===== config.mk =====
export PLATFORM = sky130hd
export DESIGN_NAME = grs_front
export DESIGN_NICKNAME = d
export VERILOG_FILES = /design/src/hdl/assert_macros.svh /design/src/hdl/grs_pkg.sv /design/src/hdl/grs_front.sv
export SDC_FILE = /design/constraint.sdc
export NUM_CORES = 2
export LEC_CHECK = 0
export CORE_ASPECT_RATIO = 1.25
export CORE_UTILIZATION = 61
export DETAILED_ROUTE_END_ITERATION = 6
export DONT_BUFFER_PORTS = 1
export PLACE_DENSITY = 0.8
export SKIP_CTS_REPAIR_TIMING = 1
export SLEW_MARGIN = 30
export SYNTH_ARGS = -nofsm -noshare
export SYNTH_HDL_FRONTEND = slang
export SYNTH_SLANG_ARGS = --single-unit

===== constraint.sdc =====
create_clock -name clock -period 6.4 [get_ports clock]
set_input_delay 0.32 -clock clock [delete_from_list [all_inputs] [get_ports clock]]
set_output_delay 0.32 -clock clock [all_outputs]
set_load 0.005 [all_outputs]

===== src/hdl/assert_macros.svh =====
// assertion helper macros for the grid radius search rtl
// no dependencies; included by grs_queue and grs_back
`ifndef ASSERT_MACROS_SVH
`define ASSERT_MACROS_SVH
`ifndef SYNTHESIS
`define ASSERT_IMPL(label, clk, rst, prop) \
   label: assert property (@(posedge clk) disable iff (rst) prop) \
   else $error("assertion failed");
`define ASSERT_NORST(label, clk, prop) \
   label: assert property (@(posedge clk) prop) else $error("assertion failed");
`else
`define ASSERT_IMPL(label, clk, rst, prop)
`define ASSERT_NORST(label, clk, prop)
`endif
`endif


===== src/hdl/grs_pkg.sv =====
// shared types and constants for the grid radius feature search
// no dependencies
`default_nettype none
package grs_pkg;
   localparam int GRID_COLUMNS_DEF  = 64;
   localparam int GRID_ROWS_DEF     = 48;
   localparam int MAX_FEATURES_DEF  = 1024;
   localparam int CELL_CAPACITY_DEF = 8;
   localparam int MAX_HITS_DEF      = 64;

   localparam logic [1:0] ACT_CLEAR = 2'd0;
   localparam logic [1:0] ACT_LOAD  = 2'd1;
   localparam logic [1:0] ACT_QUERY = 2'd2;

   localparam logic [2:0] KIND_LOADED  = 3'd0;
   localparam logic [2:0] KIND_DROPPED = 3'd1;
   localparam logic [2:0] KIND_CLEARED = 3'd2;
   localparam logic [2:0] KIND_HIT     = 3'd3;
   localparam logic [2:0] KIND_NONE    = 3'd4;

   localparam logic [1:0] REG_MIN_X = 2'd0;
   localparam logic [1:0] REG_MIN_Y = 2'd1;
   localparam logic [1:0] REG_INV_W = 2'd2;
   localparam logic [1:0] REG_INV_H = 2'd3;

   // one classified command from the front end
   typedef struct packed {
      logic [1:0]  action;
      logic [9:0]  feature_index;
      logic [15:0] pos_x;
      logic [15:0] pos_y;
      logic [5:0]  cell_col;
      logic [5:0]  cell_row;
      logic [15:0] radius;
      logic        load_ok;
      logic        span_ok;
      logic [7:0]  cx0;
      logic [7:0]  cx1;
      logic [7:0]  cy0;
      logic [7:0]  cy1;
   } cmd_type;
endpackage
`default_nettype wire


===== src/hdl/grs_front.sv =====
// front end: accepts commands, computes query cell spans in registered steps
// depends on grs_pkg
`default_nettype none
module grs_front import grs_pkg::*; #(
   parameter int GRID_COLUMNS = GRID_COLUMNS_DEF,
   parameter int GRID_ROWS    = GRID_ROWS_DEF,
   parameter int MAX_FEATURES = MAX_FEATURES_DEF
) (
   input  wire logic        clock,
   input  wire logic        reset,
   input  wire logic        start,
   output logic             busy,
   input  wire logic [1:0]  req_action,
   input  wire logic [9:0]  req_feature_index,
   input  wire logic [15:0] req_pos_x,
   input  wire logic [15:0] req_pos_y,
   input  wire logic [5:0]  req_cell_col,
   input  wire logic [5:0]  req_cell_row,
   input  wire logic [15:0] req_radius,
   input  wire logic [15:0] min_x,
   input  wire logic [15:0] min_y,
   input  wire logic [19:0] inv_w,
   input  wire logic [19:0] inv_h,
   output logic             cmd_valid,
   output cmd_type          cmd,
   input  wire logic        cmd_full
);
   typedef enum logic [2:0] {F_IDLE, F_MX, F_MY, F_EDGE, F_PUSH} fstate_type;

   fstate_type   state_ff;
   cmd_type      cmd_ff;
   logic signed [17:0] dlo_ff, dhi_ff;
   logic [19:0]  inv_ff;
   logic signed [38:0] plo_ff, phi_ff;
   logic signed [38:0] xlo_ff, xhi_ff;

   logic signed [17:0] bx, by;
   logic signed [38:0] plo_in, phi_in;
   logic signed [18:0] flo, fhi;
   logic signed [18:0] fxlo, fxhi;
   logic               xok, yok;
   logic [7:0]         xa, xb, ya, yb;

   assign busy = (state_ff != F_IDLE);
   assign cmd_valid = (state_ff == F_PUSH);
   assign cmd = cmd_ff;

   assign bx = $signed({2'b0, req_pos_x}) - $signed({2'b0, min_x});
   assign by = $signed({2'b0, cmd_ff.pos_y}) - $signed({2'b0, min_y});
   // one registered multiply per edge
   assign plo_in = dlo_ff * $signed({1'b0, inv_ff});
   assign phi_in = dhi_ff * $signed({1'b0, inv_ff});
   // floor and ceil of q.20 products
   assign flo  = 19'(plo_ff >>> 20);
   assign fhi  = 19'((phi_ff + 39'sd1048575) >>> 20);
   assign fxlo = 19'(xlo_ff >>> 20);
   assign fxhi = 19'((xhi_ff + 39'sd1048575) >>> 20);

   always_comb begin
      xok = (fxlo < 19'(GRID_COLUMNS)) && (fxhi >= 0);
      yok = (flo < 19'(GRID_ROWS)) && (fhi >= 0);
      xa = (fxlo < 0) ? 8'd0 : 8'(fxlo);
      xb = (fxhi > 19'(GRID_COLUMNS - 1)) ? 8'(GRID_COLUMNS - 1) : 8'(fxhi);
      ya = (flo < 0) ? 8'd0 : 8'(flo);
      yb = (fhi > 19'(GRID_ROWS - 1)) ? 8'(GRID_ROWS - 1) : 8'(fhi);
   end

   // sequencer: capture, x products, y products, edges, enqueue (clear and load go straight to enqueue)
   always_ff @(posedge clock) begin
      if (reset) begin
         state_ff <= F_IDLE;
      end else begin
         unique case (state_ff)
            F_IDLE: begin
               if (start) begin
                  cmd_ff.action        <= req_action;
                  cmd_ff.feature_index <= req_feature_index;
                  cmd_ff.pos_x         <= req_pos_x;
                  cmd_ff.pos_y         <= req_pos_y;
                  cmd_ff.cell_col      <= req_cell_col;
                  cmd_ff.cell_row      <= req_cell_row;
                  cmd_ff.radius        <= req_radius;
                  cmd_ff.load_ok <= (32'(req_feature_index) < MAX_FEATURES) &&
                                    (32'(req_cell_col) < GRID_COLUMNS) &&
                                    (32'(req_cell_row) < GRID_ROWS);
                  dlo_ff <= bx - $signed({2'b0, req_radius});
                  dhi_ff <= bx + $signed({2'b0, req_radius});
                  inv_ff <= inv_w;
                  if (req_action == ACT_QUERY) state_ff <= F_MX;
                  else if (req_action == ACT_CLEAR || req_action == ACT_LOAD)
                     state_ff <= F_PUSH;
               end
            end
            F_MX: begin
               xlo_ff <= plo_in;
               xhi_ff <= phi_in;
               dlo_ff <= by - $signed({2'b0, cmd_ff.radius});
               dhi_ff <= by + $signed({2'b0, cmd_ff.radius});
               inv_ff <= inv_h;
               state_ff <= F_MY;
            end
            F_MY: begin
               plo_ff <= plo_in;
               phi_ff <= phi_in;
               state_ff <= F_EDGE;
            end
            F_EDGE: begin
               cmd_ff.span_ok <= xok && yok;
               cmd_ff.cx0 <= xa;
               cmd_ff.cx1 <= xb;
               cmd_ff.cy0 <= ya;
               cmd_ff.cy1 <= yb;
               state_ff <= F_PUSH;
            end
            F_PUSH: begin
               if (!cmd_full) state_ff <= F_IDLE;
            end
            default: state_ff <= F_IDLE;
         endcase
      end
   end
endmodule
`default_nettype wire


==> impl_results.md <==
- Detail Placement HPWL: 71.5 mm
- Syn_nets: 5019
- CTS Buffer Depth: 3
- Routability cong.: 0.956
- Vias: 27700
- Async SR Flop Fraction: 0%
- H-tree levels: 1
- Hold WC Path Type: in2reg
- Area growth, synth to finish: 12.8%
- Row cnt: 101
- Final hold vios: 1
- Die height: 280 um
- Fin crit period: 6410 ps
- First-pass GRT wire length: 140 mm
- Max cap viols: 0
- Finished Layout Cells: 4945
- Setup-failing EPs final: 2
- Post-synth EDFFs: 277
- Unique cell type count in the Yosys netlist: 77
- Initial antenna violation count: 2
- Fill count: 4401
- Critical path class: reg2reg
- Mean routed wirelength per cell: 18.5 um
- DRT iter0 DRCs: 1511
- Router iterations before antenna repair: 7
- Mapped cell area: 37800 sq um
- Cts bufs inserted: 29
- Sequential share of the synthesized area: 22.2%
- Die ar.: 62900 sq um
- Final Cycle Share: 100%
- I/O pin count: 256
- DRC: 0
- CTS root buf: clkbuf_16
- Crit path capture type: flip-flop
- I/O Buffers: 0
- Core area: 60900 sq um
- Worst hold slack: -11.0 ps
- Layout Nets: 5195
- Die W: 225 um
- Unrepaired setup endpoints after global routing: true
- Failing checks: hold timing, setup timing
- Final slew viol count: 0
- Drt via density: 5.60
- Skew-Pair Late Insertion Delay: 590 ps
- Layout cells sized above 1: 10.0%
- Crit path launch type: flip-flop
- Sink Count: 280
- Design area: 42600 sq um
- Final wirelength: 91.6 mm
- Mapped Cells: 3923
- Headroom to the max-slew limit: 39.4%
- Main synth FF type: edfxtp_1
- Seq cells post-synth: 280
- Worst slew pin tran: 902 ps
- Post-DRT Antenna Nets: 0
- Highest clock rate: 156 MHz
- Run status: finished with violations
- Fin Clk Skew: 21.8 ps
- GRT Total Usage: 28.2%
- Cell total after placement: 4742
- Clk slew on worst S/H paths: 70 ps
- Largest net degree at the start of global routing: 60
- Number of global-route vias before repair: 28600
- Worst Path Arrival: 6710 ps
- Starting Density: 62.0%
- Final core occ: 69.9%
- CTS tree: done
- Worst Path Max Fanout: 4
- Critical Path RT: 6710 ps
- Yosys Warn Count: 0
- Cell Area, Placed: 39600 sq um
- Worst setup margin: -5.78 ps
- Grt ovf: 0
- Avg Inst Size Synth: 9.63 sq um
final timing paths:
kind                                            from                        to  slack (ps)  cells past startpoint
worst max-delay path             dhi_ff[6]$_DFFE_PP_      phi_ff[35]$_DFFE_PP_          -6                     25
worst min-delay path                   req_action[1]  state_ff[2]$_SDFFE_PP0P_         -10                      3
worst max register to register   dhi_ff[6]$_DFFE_PP_      phi_ff[35]$_DFFE_PP_          -6                     25
worst min register to register  xlo_ff[24]$_DFFE_PP_     cmd[28]$_SDFFCE_PP0P_         530                      1
area by class of cell:
| type | instances | area [sq um] | share of cell area (%) |
|---|---|---|---|
| Sequential cell | 280 | 8380 | 19.7 |
| Multi-Input combinational cell | 2637 | 26200 | 61.5 |
| Inverter | 832 | 3130 | 7.34 |
| Clock inverter | 19 | 143 | 0.335 |
| Clock buffer | 32 | 737 | 1.73 |
| Antenna cell | 2 | 5.00 | 0.0117 |
| Timing Repair Buffer | 319 | 2990 | 7.01 |
| Tap cell | 824 | 1030 | 2.42 |
registers in the layout, summed over array words and instances (netlist names):
signal and flops:
cmd 106, phi_ff 39, xhi_ff 39, inv_ff 20, plo_ff 19, xlo_ff 19
dlo_ff 18, dhi_ff 17, state_ff 3
per-layer routing:
metal	vias to the layer above	wire length (um)	global-route usage [%]
li1	12500	-	-
met1	13900	32800	31.7
met2	1030	47700	51.9
met3	281	5730	3.51
met4	0	5410	15.0
met5	-	0	0
cells by family (layout without fill, tap and decap cells):
| group | after synthesis | after routing | share of synthesized area, % |
|---|---|---|---|
| AND/OR/NAND/NOR | 1193 | 1193 | 15.2 |
| buffers and inverters | 1006 | 1202 | 10.0 |
| adder cells (fa/ha/maj) | 948 | 948 | 43.0 |
| AO/OA/AOI/OAI | 352 | 352 | 6.32 |
| flip-flops | 280 | 280 | 22.2 |
| XOR/XNOR | 139 | 139 | 3.22 |
| multiplexers | 5 | 5 | 0.133 |
| other | 0 | 2 | 0 |
per-stage QoR:
step                      setup WS, ps  TNS [ps]
after global routing              -190     -1670
after global placement           -45.9      -162
after CTS                         -193     -2980
after floorplan                   52.1         0
after detailed placement          -157     -2210
final                            -5.78     -11.4
cell usage in the layout (no fill, tap or decap), types with 10 or more instances in the layout:
cell           instances
a21o_1                19
xor2_1                43
a21oi_1               98
o21bai_1              10
fa_1                 575
edfxtp_1             277
nand2_1              554
or3_1                 11
nor3_1                36
o31ai_1               11
o21ai_0               58
buf_12                17
xnor2_1               93
nor2_1               109
dlygate4sd3_1         87
buf_4                184
a21oi_2               11
a211oi_1              10
buf_6                 22
inv_2                 15
nand4_1               14
inv_1                816
ha_1                 352
clkbuf_16             32
nand3_1               22
nor4_1                22
ha_4                  14
o211ai_1              10
nor2b_1               56
and2_1               254
o21a_1                20
nand2b_1              45
worst max-delay path, stage by stage (launching register included):
cell	delay [ps]
edfxtp_1	480
buf_6	180
buf_4	130
and2_1	170
fa_2	560
inv_1	60
fa_2	340
fa_1	560
inv_1	60
fa_1	460
fa_1	510
inv_1	50
fa_1	470
inv_1	60
ha_4	220
buf_4	140
nor2_2	120
a21oi_2	60
buf_4	150
a221oi_4	300
nor2_2	90
o31ai_4	300
o21ai_2	100
a41oi_2	240
buf_4	180
o211ai_1	120
cell usage after synthesis, types with 3 or more instances:
| library cell | number | area [sq um] |
|---|---|---|
| a211o_1 | 4 | 35.0 |
| a211oi_1 | 15 | 113 |
| a21boi_0 | 3 | 22.5 |
| a21o_1 | 19 | 143 |
| a21oi_1 | 109 | 546 |
| a221oi_1 | 5 | 43.8 |
| a311oi_1 | 3 | 26.3 |
| a31o_2 | 3 | 26.3 |
| a31oi_1 | 10 | 62.6 |
| and2_1 | 257 | 1610 |
| and3_1 | 10 | 62.6 |
| and4_1 | 3 | 26.3 |
| clkbuf_1 | 172 | 646 |
| dfxtp_1 | 3 | 60.1 |
| edfxtp_1 | 277 | 8320 |
| fa_1 | 581 | 11600 |
| ha_1 | 367 | 4590 |
| inv_1 | 832 | 3120 |
| mux2i_1 | 5 | 50.1 |
| nand2_1 | 563 | 2110 |
| nand2b_1 | 45 | 282 |
| nand3_1 | 26 | 130 |
| nand3b_1 | 3 | 22.5 |
| nand4_1 | 14 | 87.6 |
| nor2_1 | 116 | 435 |
| nor2b_1 | 56 | 350 |
| nor3_1 | 41 | 205 |
| nor3b_1 | 7 | 52.6 |
| nor4_1 | 24 | 150 |
| o2111ai_1 | 5 | 43.8 |
| o211ai_1 | 10 | 75.1 |
| o21a_1 | 20 | 150 |
| o21ai_0 | 64 | 320 |
| o21ai_2 | 3 | 26.3 |
| o21bai_1 | 11 | 82.6 |
| o22ai_1 | 5 | 31.3 |
| o31a_1 | 4 | 35.0 |
| o31ai_1 | 12 | 90.1 |
| o41ai_1 | 9 | 78.8 |
| or2_2 | 8 | 50.1 |
| or3_1 | 12 | 75.1 |
| xnor2_1 | 96 | 841 |
| xor2_1 | 43 | 377 |
Power is not shown: default switching activity piles up to over one toggle a cycle in this logic, so the estimate is an artifact.
