==> config.mk <==
export PLATFORM = sky130hd
export DESIGN_NAME = grs_queue
export DESIGN_NICKNAME = d
export VERILOG_FILES = /design/src/hdl/grs_pkg.sv /design/src/hdl/grs_queue.sv
export VERILOG_INCLUDE_DIRS = /design/src /design/src/hdl
export SDC_FILE = /design/constraint.sdc
export NUM_CORES = 1
export LEC_CHECK = 0
export BUFFER_PORTS_ARGS = -buffer_cell sky130_fd_sc_hd__buf_2
export CORE_ASPECT_RATIO = 0.75
export CORE_MARGIN = 2
export CORE_UTILIZATION = 40
export CTS_CLUSTER_DIAMETER = 40
export DETAILED_ROUTE_END_ITERATION = 8
export HOLD_SLACK_MARGIN = 0.08
export PLACE_DENSITY = 0.66
export SLEW_MARGIN = 10
export SYNTH_ARGS = -nofsm -noshare
export SYNTH_HDL_FRONTEND = slang
export SYNTH_SLANG_ARGS = --single-unit
==> constraint.sdc <==
create_clock -name clock -period 3.5 [get_ports clock]
set_input_delay 0.175 -clock clock [delete_from_list [all_inputs] [get_ports clock]]
set_output_delay 0.175 -clock clock [all_outputs]
set_load 0.02 [all_outputs]
==> src/hdl/assert_macros.svh <==
// assertion helper macros for the grid radius search rtl
// no dependencies; included by grs_queue and grs_back
`ifndef ASSERT_MACROS_SVH
`define ASSERT_MACROS_SVH
`ifndef SYNTHESIS
`define ASSERT_IMPL(label, clk, rst, prop) \
   label: assert property (@(posedge clk) disable iff (rst) prop) \
   else $error("assertion failed");
`define ASSERT_NORST(label, clk, prop) \
   label: assert property (@(posedge clk) prop) else $error("assertion failed");
`else
`define ASSERT_IMPL(label, clk, rst, prop)
`define ASSERT_NORST(label, clk, prop)
`endif
`endif

==> src/hdl/grs_pkg.sv <==
// shared types and constants for the grid radius feature search
// no dependencies
`default_nettype none
package grs_pkg;
   localparam int GRID_COLUMNS_DEF  = 64;
   localparam int GRID_ROWS_DEF     = 48;
   localparam int MAX_FEATURES_DEF  = 1024;
   localparam int CELL_CAPACITY_DEF = 8;
   localparam int MAX_HITS_DEF      = 64;

   localparam logic [1:0] ACT_CLEAR = 2'd0;
   localparam logic [1:0] ACT_LOAD  = 2'd1;
   localparam logic [1:0] ACT_QUERY = 2'd2;

   localparam logic [2:0] KIND_LOADED  = 3'd0;
   localparam logic [2:0] KIND_DROPPED = 3'd1;
   localparam logic [2:0] KIND_CLEARED = 3'd2;
   localparam logic [2:0] KIND_HIT     = 3'd3;
   localparam logic [2:0] KIND_NONE    = 3'd4;

   localparam logic [1:0] REG_MIN_X = 2'd0;
   localparam logic [1:0] REG_MIN_Y = 2'd1;
   localparam logic [1:0] REG_INV_W = 2'd2;
   localparam logic [1:0] REG_INV_H = 2'd3;

   // one classified command from the front end
   typedef struct packed {
      logic [1:0]  action;
      logic [9:0]  feature_index;
      logic [15:0] pos_x;
      logic [15:0] pos_y;
      logic [5:0]  cell_col;
      logic [5:0]  cell_row;
      logic [15:0] radius;
      logic        load_ok;
      logic        span_ok;
      logic [7:0]  cx0;
      logic [7:0]  cx1;
      logic [7:0]  cy0;
      logic [7:0]  cy1;
   } cmd_type;
endpackage
`default_nettype wire

==> src/hdl/grs_queue.sv <==
// short command queue between front and back ends
// depends on grs_pkg
`default_nettype none
`include "assert_macros.svh"
module grs_queue import grs_pkg::*; (
   input  wire logic clock,
   input  wire logic reset,
   input  wire logic push,
   input  cmd_type   push_data,
   output logic      full,
   output logic      empty,
   input  wire logic pop,
   output cmd_type   pop_data
);
   cmd_type    mem_ff [2];
   logic [1:0] count_ff, count_in;
   logic       wr_ff, rd_ff;
   logic       do_push, do_pop;

   assign full = (count_ff == 2'd2);
   assign empty = (count_ff == 2'd0);
   assign do_push = push && !full;
   assign do_pop = pop && !empty;
   assign pop_data = mem_ff[rd_ff];
   assign count_in = count_ff + 2'(do_push) - 2'(do_pop);

   // two entry ring
   always_ff @(posedge clock) begin
      if (reset) begin
         count_ff <= 2'd0;
         wr_ff <= 1'b0;
         rd_ff <= 1'b0;
      end else begin
         count_ff <= count_in;
         if (do_push) wr_ff <= !wr_ff;
         if (do_pop) rd_ff <= !rd_ff;
      end
   end

   always_ff @(posedge clock) begin
      if (do_push) mem_ff[wr_ff] <= push_data;
   end

   `ASSERT_IMPL(a_no_over, clock, reset, (count_ff <= 2'd2))
   `ASSERT_IMPL(a_ptr, clock, reset, ((count_ff == 2'd1) == (wr_ff != rd_ff)))
   `ASSERT_IMPL(a_push_grow, clock, reset, (do_push && !do_pop |=> !empty))
endmodule
`default_nettype wire

==> impl_metrics.env, run 1 <==
export IMPL_cts_buffers_inserted=27
export IMPL_path_depth=3
export IMPL_tritoncts="done"
export IMPL_synth_edf_count=212
export IMPL_rr_startpoint="count_ff[0]"
export IMPL_critical_path_top_delay_family="buffers and inverters"
export IMPL_seq_area_frac_synth_pct=80.4
export IMPL_post_cts_resized=0
export IMPL_r2r_end="mem_ff[0][42]"
export IMPL_async_flop_share_pct=0
export IMPL_relSlewSlack_pct=55.5
export IMPL_p_per_area_nw_per_um2=754
export IMPL_cts_sinks=217
export IMPL_crit_type="flop to output pin"
export IMPL_use_met1_pct=19.6
export IMPL_synth_cells=357
export IMPL_cp_end_kind="output pin"
export IMPL_rows=44
export IMPL_finalSetupViolations=0
export IMPL_synth_top_cell_by_area="edfxtp_1"
export IMPL_worst_pin_slew_ns=0.668
export IMPL_nNetsFinal=815
export IMPL_critPathSlowestCell="dfxtp_4"
export IMPL_slew_violations=0
export IMPL_r2r_slack_ns=1.19
export IMPL_antenna_found_initial=0
export IMPL_grt_pass1_wl_um=25500
export IMPL_busiest_layer="met2"
export IMPL_finalPower_w=0.00860
export IMPL_area_delta_synth_final_pct=41.9
export IMPL_die_x_um=168
export IMPL_wl_per_cell_um=17.0
export IMPL_clock_fmax_mhz=429
export IMPL_clock_path_buffers=3
export IMPL_synthDistinctLibCells=22
export IMPL_synth_top_cell_area_share_pct=79.2
export IMPL_syn_num_nets=469
export IMPL_hold_viol_final=0
export IMPL_grt_max_degree=63
export IMPL_diodes=0
export IMPL_hold_ws_ns=0.146
export IMPL_critical_path_buf_inv_count=2
export IMPL_synthTopCellsByArea="edfxtp_1 (79%), mux2_2 (9.2%), mux2_4 (7.5%), dfxtp_1 (1.2%), buf_6 (0.84%)"
export IMPL_fp_dieH_um=127
export IMPL_dr_pass1_iters=4
export IMPL_via_count=4546
export IMPL_drive_above_1_share_pct=52.0
export IMPL_peakVddDrop_v=0.000674
export IMPL_netlist_area_um2=8040
export IMPL_hold_path_class="input port to flop"
export IMPL_drtIter0Drc=287
export IMPL_crit_required_ns=3.32
export IMPL_grtUsageMet2_pct=25.1
export IMPL_coreArea_um2=19500
export IMPL_ys_ff_latch=217
export IMPL_drv_cap=0
export IMPL_stdcell_count=976
export IMPL_slowest_delay_ns=0.57
export IMPL_cts_max_level=1
export IMPL_synth_flop_cell="edfxtp_1"
export IMPL_endpoint="pop_data[8]"
export IMPL_start_util_pct=41.1
export IMPL_grt_pass1_vias=4905
export IMPL_overflow=0
export IMPL_clk_pin_slew_ns=0.06
export IMPL_grtUsageMet3_pct=5.15
export IMPL_finalSetupTns_ns=0
export IMPL_rsz0062_at_grt="no"
export IMPL_io_pin_count=218
export IMPL_fin_worst_skew_ns=0.00974
export IMPL_ant_nets=0
export IMPL_outcome="complete, no violations"
export IMPL_fin_crit_ns=2.33
export IMPL_syn_avg_cell_area_um2=22.5
export IMPL_start_kind="flop"
export IMPL_dp_cells=819
export IMPL_path_cells="buf_4 > mux2_2 > buf_2"
export IMPL_die_area_um2=21300
export IMPL_fin_crit_sh_pct=66.6
export IMPL_crit_arrival_ns=2.16
export IMPL_cp_max_fo=28
export IMPL_routed_wl_um=16600
export IMPL_port_buffers=217
export IMPL_clock_latency_ns=0.50
export IMPL_reg2reg_depth=5
export IMPL_grtUsageTotal_pct=15.2
export IMPL_viasPerCell=4.66
export IMPL_dp_hpwl_um=10100
export IMPL_gp_congestion=0.755
export IMPL_leakage_nw=4.41
export IMPL_drc_errors=0
export IMPL_root_buffer="clkbuf_16"
export IMPL_yosysWarnings=0
[placed cells by master, fill, tap and decap left out, types with 2 or more instances in the layout]
master / synthesis / layout
buf_12: 0 / 3
buf_2: 6 / 217
bufinv_16: 0 / 3
clkbuf_1: 0 / 3
clkbuf_16: 0 / 27
clkinv_1: 0 / 2
clkinv_2: 0 / 4
clkinv_8: 0 / 2
dfxtp_1: 5 / 4
dlygate4sd3_1: 0 / 108
edfxtp_1: 212 / 212
ha_1: 2 / 2
inv_1: 3 / 2
inv_6: 0 / 6
mux2_2: 66 / 66
mux2_4: 40 / 40
nor2_1: 4 / 4
[per-stage QoR]
step                      area, um2  utilization [%]  setup WS [ns]
after floorplan                8040                -         0.0304
after CTS                     11400             58.4           1.11
after global routing          11400             58.4           1.03
final                         11400             58.4           1.17
after global placement         9420             48.2           1.34
after detailed placement       9420             48.2           1.24
[worst min-delay path by stage]
stage          depth (start not counted)             to  slack, ns     startpoint
5_1_grt                                4          rd_ff       0.16            pop
3_5_place_dp                           1   mem_ff[0][7]       0.37   push_data[7]
3_3_place_gp                           1  mem_ff[0][15]       0.36  push_data[15]
4_1_cts                                4           flop       0.12            pop
6_report                               4          rd_ff       0.15            pop
2_1_floorplan                          1          wr_ff       0.24          reset
[cells by family (layout without fill, tap and decap cells)]
logic type      after synthesis  after routing  share of synthesized area [%]
compound gates                3              3                          0.218
xor+xnor                      2              2                          0.218
fa+ha+maj                     2              2                          0.311
buf+inv                      16            382                           1.40
flops                       217            217                           80.4
mux                         106            106                           16.7
simple gates                 11             11                          0.716
[area by class of cell]
class / instances / area, um2
Clock buffer: 30 / 687
Clock inverter: 19 / 219
Fill cell: 1473 / 8130
Inverter: 4 / 17.5
Multi-Input combinational cell: 124 / 1470
Sequential cell: 217 / 6470
Tap cell: 253 / 317
Timing Repair Buffer: 329 / 2230
[registers in the layout (all words and copies together) (netlist names), named ones only]
| name | cells |
|---|---|
| mem_ff | 212 |
| count_ff | 2 |
| rd_ff | 1 |
| wr_ff | 1 |
[synthesized netlist by cell type, types with 2 or more instances]
cell type / count
dfxtp_1: 5
edfxtp_1: 212
buf_2: 6
mux2_4: 40
ha_1: 2
mux2_2: 66
nor2_1: 4
inv_1: 3
buf_6: 6
[metal layers]
layer | share of wire (%) | wire, um
met1 | 42 | 7010
met4 | 2.0 | 339
met5 | 0 | 0
met2 | 47 | 7750
met3 | 9.1 | 1510
[worst reg2reg max path: stages (launching register included)]
cell and delay (ns):
dfxtp_1 0.40, nand2b_2 0.19, inv_2 0.05, or3_1 0.38
inv_4 0.49, buf_12 0.43
[report_power, final]
part	internal [W]	total, W	switching (W)	leakage, nW
sequential	0.00331	0.00345	0.000137	2.02
combinational	0.00103	0.00241	0.00137	1.94
clock	0.00167	0.00274	0.00108	0.443
total	0.00602	0.00860	0.00259	4.41
[timing repair]
item | CTS | global route
endpoints found under the hold margin | 217 | 0
hold buffers | 108 | 0
setup buffers | 0 | 0
(Power assumes the default switching activity.)
==> run 2: changes to the inputs <==
--- a/config.mk
+++ b/config.mk
@@ -13,7 +13,6 @@
 export CTS_CLUSTER_DIAMETER = 40
 export DETAILED_ROUTE_END_ITERATION = 8
 export HOLD_SLACK_MARGIN = 0.08
-export PLACE_DENSITY = 0.66
 export SLEW_MARGIN = 10
 export SYNTH_ARGS = -nofsm -noshare
 export SYNTH_HDL_FRONTEND = slang
==> constraint.sdc (replaced) <==
create_clock -name clock -period 2.4 [get_ports clock]
set_input_delay 0.12 -clock clock [delete_from_list [all_inputs] [get_ports clock]]
set_output_delay 0.12 -clock clock [all_outputs]
set_load 0.02 [all_outputs]
==> run 2 against run 1 <==
Compared with the run above: sequential share of layout area down 0.79 points; cell area up 1.4%; combinational power rose by 49%; via count down 0.48%; die area did not move; sequential power rose by 46%; clock skew hardly changed; critical path depth unchanged; non-clock buffer count rose by 5; largest cell class unchanged; largest power group unchanged.
==> impl_metrics.env, run 2 (synthesized netlist as in run 1, its figures left out) <==
export IMPL_gp_congestion=0.760
export IMPL_crit_required_ns=2.28
export IMPL_crit_arrival_ns=2.02
export IMPL_grt_pass1_wl_um=25300
export IMPL_drtIter0Drc=315
export IMPL_post_cts_resized=0
export IMPL_largestRegisters="mem_ff: 212 flops, count_ff: 2 flops"
export IMPL_cts_buffers_inserted=28
export IMPL_outcome="complete, no violations"
export IMPL_largest_reg_flops=212
export IMPL_dp_cells=822
export IMPL_slew_violations=0
export IMPL_intPower_w=0.00915
export IMPL_grt_pass1_vias=5012
export IMPL_crit_type="flop to output pin"
export IMPL_port_buffers=217
export IMPL_peakVddDrop_v=0.000707
export IMPL_clockPowerShare_pct=33.2
export IMPL_die_x_um=168
export IMPL_root_buffer="clkbuf_16"
export IMPL_coreArea_um2=19500
export IMPL_cp_end_kind="output pin"
export IMPL_fin_crit_sh_pct=89.1
export IMPL_area_delta_synth_final_pct=44.0
export IMPL_worst_pin_slew_ns=0.392
export IMPL_routed_wl_um=16200
export IMPL_drc_errors=0
export IMPL_grtUsageTotal_pct=15.1
export IMPL_combPwrFrac_pct=27.8
export IMPL_cts_sinks=217
export IMPL_p_per_area_nw_per_um2=1110
export IMPL_highest_layer="met4"
export IMPL_die_area_um2=21300
export IMPL_drv_cap=0
export IMPL_hold_path_class="input port to flop"
export IMPL_met3_length_um=1380
export IMPL_antenna_found_initial=0
export IMPL_leakage_nw=4.47
export IMPL_min_path_cells=2
export IMPL_rr_startpoint="count_ff[0]"
export IMPL_stdcell_count=982
export IMPL_finalSetupViolations=0
export IMPL_nNetsFinal=821
export IMPL_clk_pin_slew_ns=0.06
export IMPL_fin_crit_ns=2.14
export IMPL_diodes=0
export IMPL_rsz0062_at_grt="no"
export IMPL_finalPower_w=0.0129
export IMPL_clock_fmax_mhz=468
export IMPL_clock_latency_ns=0.52
export IMPL_wl_per_cell_um=16.5
export IMPL_clock_path_buffers=3
export IMPL_io_pin_count=218
export IMPL_fin_worst_skew_ns=0.0101
export IMPL_relSlewSlack_pct=73.9
export IMPL_hold_viol_final=0
export IMPL_finalSetupTns_ns=0
export IMPL_p_seq_share_pct=39.0
export IMPL_final_common_cell="buf_2"
export IMPL_dp_hpwl_um=9790
export IMPL_swShare_pct=28.9
export IMPL_via_count=4524
export IMPL_post_cts_buffers=0
export IMPL_grt_max_degree=61
export IMPL_ant_nets=0
export IMPL_reg2reg_depth=5
export IMPL_cts_max_level=1
export IMPL_final_cell_mix="buf_2 (217), edfxtp_1 (212), dlygate4sd3_1 (110)"
export IMPL_start_util_pct=41.1
export IMPL_fp_dieH_um=127
export IMPL_endpoint="pop_data[26]"
export IMPL_p_switching_w=0.00372
export IMPL_r2r_slack_ns=0.66
export IMPL_drive_above_1_share_pct=52.4
export IMPL_wl_met2_um=7540
export IMPL_rows=44
export IMPL_overflow=0
export IMPL_dr_pass1_iters=4
export IMPL_cp_max_fo=23
export IMPL_tritoncts="done"
export IMPL_m1WireLength_um=6770
export IMPL_regMostFlops="mem_ff"
export IMPL_viasPerCell=4.61
export IMPL_start_kind="flop"
export IMPL_r2r_end="mem_ff[0][71]"
==> run 2: changes by cell type in the layout (fill, tap and decap cells not counted), moves of 2 or more <==
cell | before | now
inv_6 | 6 | 0
bufinv_16 | 3 | 5
clkbuf_16 | 27 | 29
clkinv_1 | 2 | 4
dlygate4sd3_1 | 108 | 110
buf_12 | 3 | 6
clkinv_8 | 2 | 0
dfxtp_2 | 0 | 2
clkinvlp_4 | 1 | 3
dfxtp_1 | 4 | 2
clkinv_4 | 1 | 4
==> run 2: repair_timing <==
| action | in CTS | in global routing |
|---|---|---|
| hold buffers | 110 | 0 |
| endpoints found under the hold margin | 217 | 0 |
| endpoints found under the setup margin | 0 | 0 |
==> run 2: metrics by stage <==
stage | setup WS [ns] | hold slack (ns) | instance area, um2 | util, %
2_1_floorplan | -0.208 | 0.184 | 8060 | -
3_5_place_dp | 0.685 | 0.311 | 9500 | 48.6
4_1_cts | 0.224 | 0.289 | 11600 | 59.2
5_1_grt | 0.177 | 0.309 | 11600 | 59.2
6_report | 0.262 | 0.317 | 11600 | 59.2
3_3_place_gp | 0.722 | 0.307 | 9500 | 48.6
==> run 2: final cells by class <==
cell class / instances / area, um2
fill: 1422 / 7970
timing repair buffer: 334 / 2310
inverter: 4 / 21.3
clock inverter: 19 / 241
multi-input combinational: 124 / 1480
sequential: 217 / 6470
clock buffer: 31 / 733
tap: 253 / 317
==> run 2: critical path: stages, from the launching register on <==
cell     delay, ns
dfxtp_4       0.57
buf_4         0.36
mux2_2        0.39
buf_2         0.17
==> run 2: worst min path at each step <==
stage / startpoint / slack (ns) / to
final: push_data[45] / 0.32 / mem_ff[0][45]
after global routing: push_data[18] / 0.31 / mem_ff[1][18]
after CTS: push_data[88] / 0.29 / mem_ff[1][88]
after detailed placement: push_data[42] / 0.31 / mem_ff[1][42]
after global placement: push_data[28] / 0.31 / mem_ff[0][28]
after floorplan: reset / 0.18 / count_ff[0]
==> run 2: power by group through the flow <==
stage | registers, W | logic [W] | clock network, W
2_1_floorplan | 0.00503 | 0.00247 | 0
3_3_place_gp | 0.00508 | 0.00343 | 0
3_5_place_dp | 0.00511 | 0.00346 | 0
4_1_cts | 0.00504 | 0.00363 | 0.00435
5_1_grt | 0.00508 | 0.00382 | 0.00451
6_report | 0.00502 | 0.00358 | 0.00427
==> run 2: per-layer routing <==
layer / vias up / global-route usage (%)
li1: 2125 / -
met1: 2180 / 18.1
met2: 180 / 25.4
met3: 39 / 5.37
met4: 0 / 5.37
met5: - / 0
==> run 3: changes to the inputs <==
--- a/config.mk
+++ b/config.mk
@@ -13,6 +13,7 @@
 export CTS_CLUSTER_DIAMETER = 40
 export DETAILED_ROUTE_END_ITERATION = 8
 export HOLD_SLACK_MARGIN = 0.08
+export SKIP_LAST_GASP = 1
 export SLEW_MARGIN = 10
 export SYNTH_ARGS = -nofsm -noshare
 export SYNTH_HDL_FRONTEND = slang
==> constraint.sdc (replaced) <==
create_clock -name clock -period 2.4 [get_ports clock]
set_input_delay 0.36 -clock clock [delete_from_list [all_inputs] [get_ports clock]]
set_output_delay 0.36 -clock clock [all_outputs]
set_load 0.02 [all_outputs]
==> run 3 against run 2 <==
Compared with the run above: via count shrank 1.3%; worst hold slack lost 0.037 ns; sequential share of layout area grew 0.78 points; die area is the same; wire length is essentially flat; cell count shrank 0.81%; register-to-register slack lost 0.20 ns; combinational power is essentially flat; clock power shrank 11%; global-route usage shrank 0.31 points; clock skew shrank 0.0014 ns; first-iteration DRC count shrank 22%; critical endpoint is now pop_data[0]; largest cell class unchanged.
==> impl_metrics.env, run 3 (synthesized netlist as in run 1, its figures left out) <==
export IMPL_hold_path_class="input port to flop"
export IMPL_dp_hpwl_um=9950
export IMPL_finalPower_w=0.0124
export IMPL_die_area_um2=21300
export IMPL_via_count=4463
export IMPL_fin_ws_ns=0.156
export IMPL_drive_above_1_share_pct=52.4
export IMPL_cts_sinks=217
export IMPL_final_common_cell="buf_2"
export IMPL_clock_latency_ns=0.50
export IMPL_fin_crit_ns=2.24
export IMPL_dr_pass1_iters=4
export IMPL_drc_errors=0
export IMPL_drtIter0Drc=245
export IMPL_clock_fmax_mhz=446
export IMPL_cp_end_kind="output pin"
export IMPL_cts_buffers_inserted=27
export IMPL_coreArea_um2=19500
export IMPL_grt_pass1_vias=4760
export IMPL_viasPerCell=4.58
export IMPL_die_x_um=168
export IMPL_clock_path_buffers=3
export IMPL_drv_cap=0
export IMPL_fin_worst_skew_ns=0.00876
export IMPL_nNetsFinal=816
export IMPL_cts_max_level=1
export IMPL_worst_pin_slew_ns=0.610
export IMPL_antenna_found_initial=0
export IMPL_grt_max_degree=107
export IMPL_p_per_area_nw_per_um2=1090
export IMPL_regMostFlops="mem_ff"
export IMPL_relSlewSlack_pct=59.3
export IMPL_hold_viol_final=0
export IMPL_finalSetupViolations=0
export IMPL_n_fill_cell=1493
export IMPL_cp_max_fo=40
export IMPL_leakage_nw=4.39
export IMPL_port_buffers=217
export IMPL_crit_type="flop to output pin"
export IMPL_fp_dieH_um=127
export IMPL_area_delta_synth_final_pct=42.0
export IMPL_grt_pass1_wl_um=24700
export IMPL_grtUsageTotal_pct=14.8
export IMPL_routed_wl_um=16200
export IMPL_clk_pin_slew_ns=0.05
export IMPL_io_pin_count=218
export IMPL_tritoncts="done"
export IMPL_overflow=0
export IMPL_largestRegisters="mem_ff: 212 flops, count_ff: 2 flops"
export IMPL_final_cell_mix="buf_2 (217), edfxtp_1 (212), dlygate4sd3_1 (107)"
export IMPL_slew_violations=0
export IMPL_diodes=0
export IMPL_peakVddDrop_v=0.000560
export IMPL_start_util_pct=41.1
export IMPL_crit_required_ns=2.04
export IMPL_crit_arrival_ns=1.88
export IMPL_largest_reg_flops=212
export IMPL_gp_congestion=0.748
export IMPL_root_buffer="clkbuf_16"
export IMPL_dp_slack_ns=0.467
export IMPL_rows=44
export IMPL_fin_crit_sh_pct=93.5
export IMPL_wl_per_cell_um=16.6
export IMPL_ant_nets=0
export IMPL_outcome="complete, no violations"
export IMPL_rsz0062_at_grt="no"
export IMPL_start_kind="flop"
==> run 3: worst max-delay path, stage by stage (launching register included) <==
cell	delay, ns
dfxtp_4	0.49
buf_12	0.33
mux2_2	0.38
buf_2	0.16
==> run 3: worst paths after layout <==
path	from	to	slack, ns	cells after the start
max	flop	pop_data[0]	0.16	3
min	push	wr_ff	0.28	4
max reg2reg	count_ff[0]	mem_ff[0][102]	0.46	5
min reg2reg	rd_ff	rd_ff	0.53	2
==> run 3: what timing repair did <==
action / in CTS / in global routing
resized for setup: 0 / 0
setup buffers: 1 / 0
hold endpoints to repair: 213 / 0
setup endpoints to repair: 7 / 0
hold buffers: 107 / 0
==> run 3: power by group <==
group	leakage (nW)	switching, W	internal [W]
logic	1.95	0.00203	0.00157
clock network	0.415	0.00144	0.00238
registers	2.02	0.000170	0.00484
total	4.39	0.00364	0.00878
==> run 3: metrics by stage <==
stage | hold slack [ns] | util (%) | std cells | area (um2) | TNS (ns)
after detailed placement | 0.509 | 48.5 | 820 | 9470 | 0
after global routing | 0.304 | 58.4 | 974 | 11400 | 0
after CTS | 0.256 | 58.4 | 974 | 11400 | 0
after global placement | 0.490 | 48.5 | 820 | 9470 | 0
after floorplan | 0.424 | - | 357 | 8060 | -22.00
final | 0.279 | 58.4 | 974 | 11400 | 0
==> run 3: area by class of cell <==
cell class	instances	area, um2	share of cell area (%)
sequential	217	6470	56.7
timing repair buffer	330	2270	19.9
multi-input combinational	124	1480	12.9
clock buffer	30	687	6.02
tap	253	317	2.77
clock inverter	16	175	1.53
inverter	4	21.3	0.186
==> run 3: metal layers <==
layer / up-vias / routed length (um) / GRT usage [%]
met5: - / 0 / 0
met4: 0 / 340 / 4.04
met3: 32 / 1390 / 5.43
met2: 172 / 7200 / 23.5
met1: 2140 / 7280 / 19.3
li1: 2119 / - / -
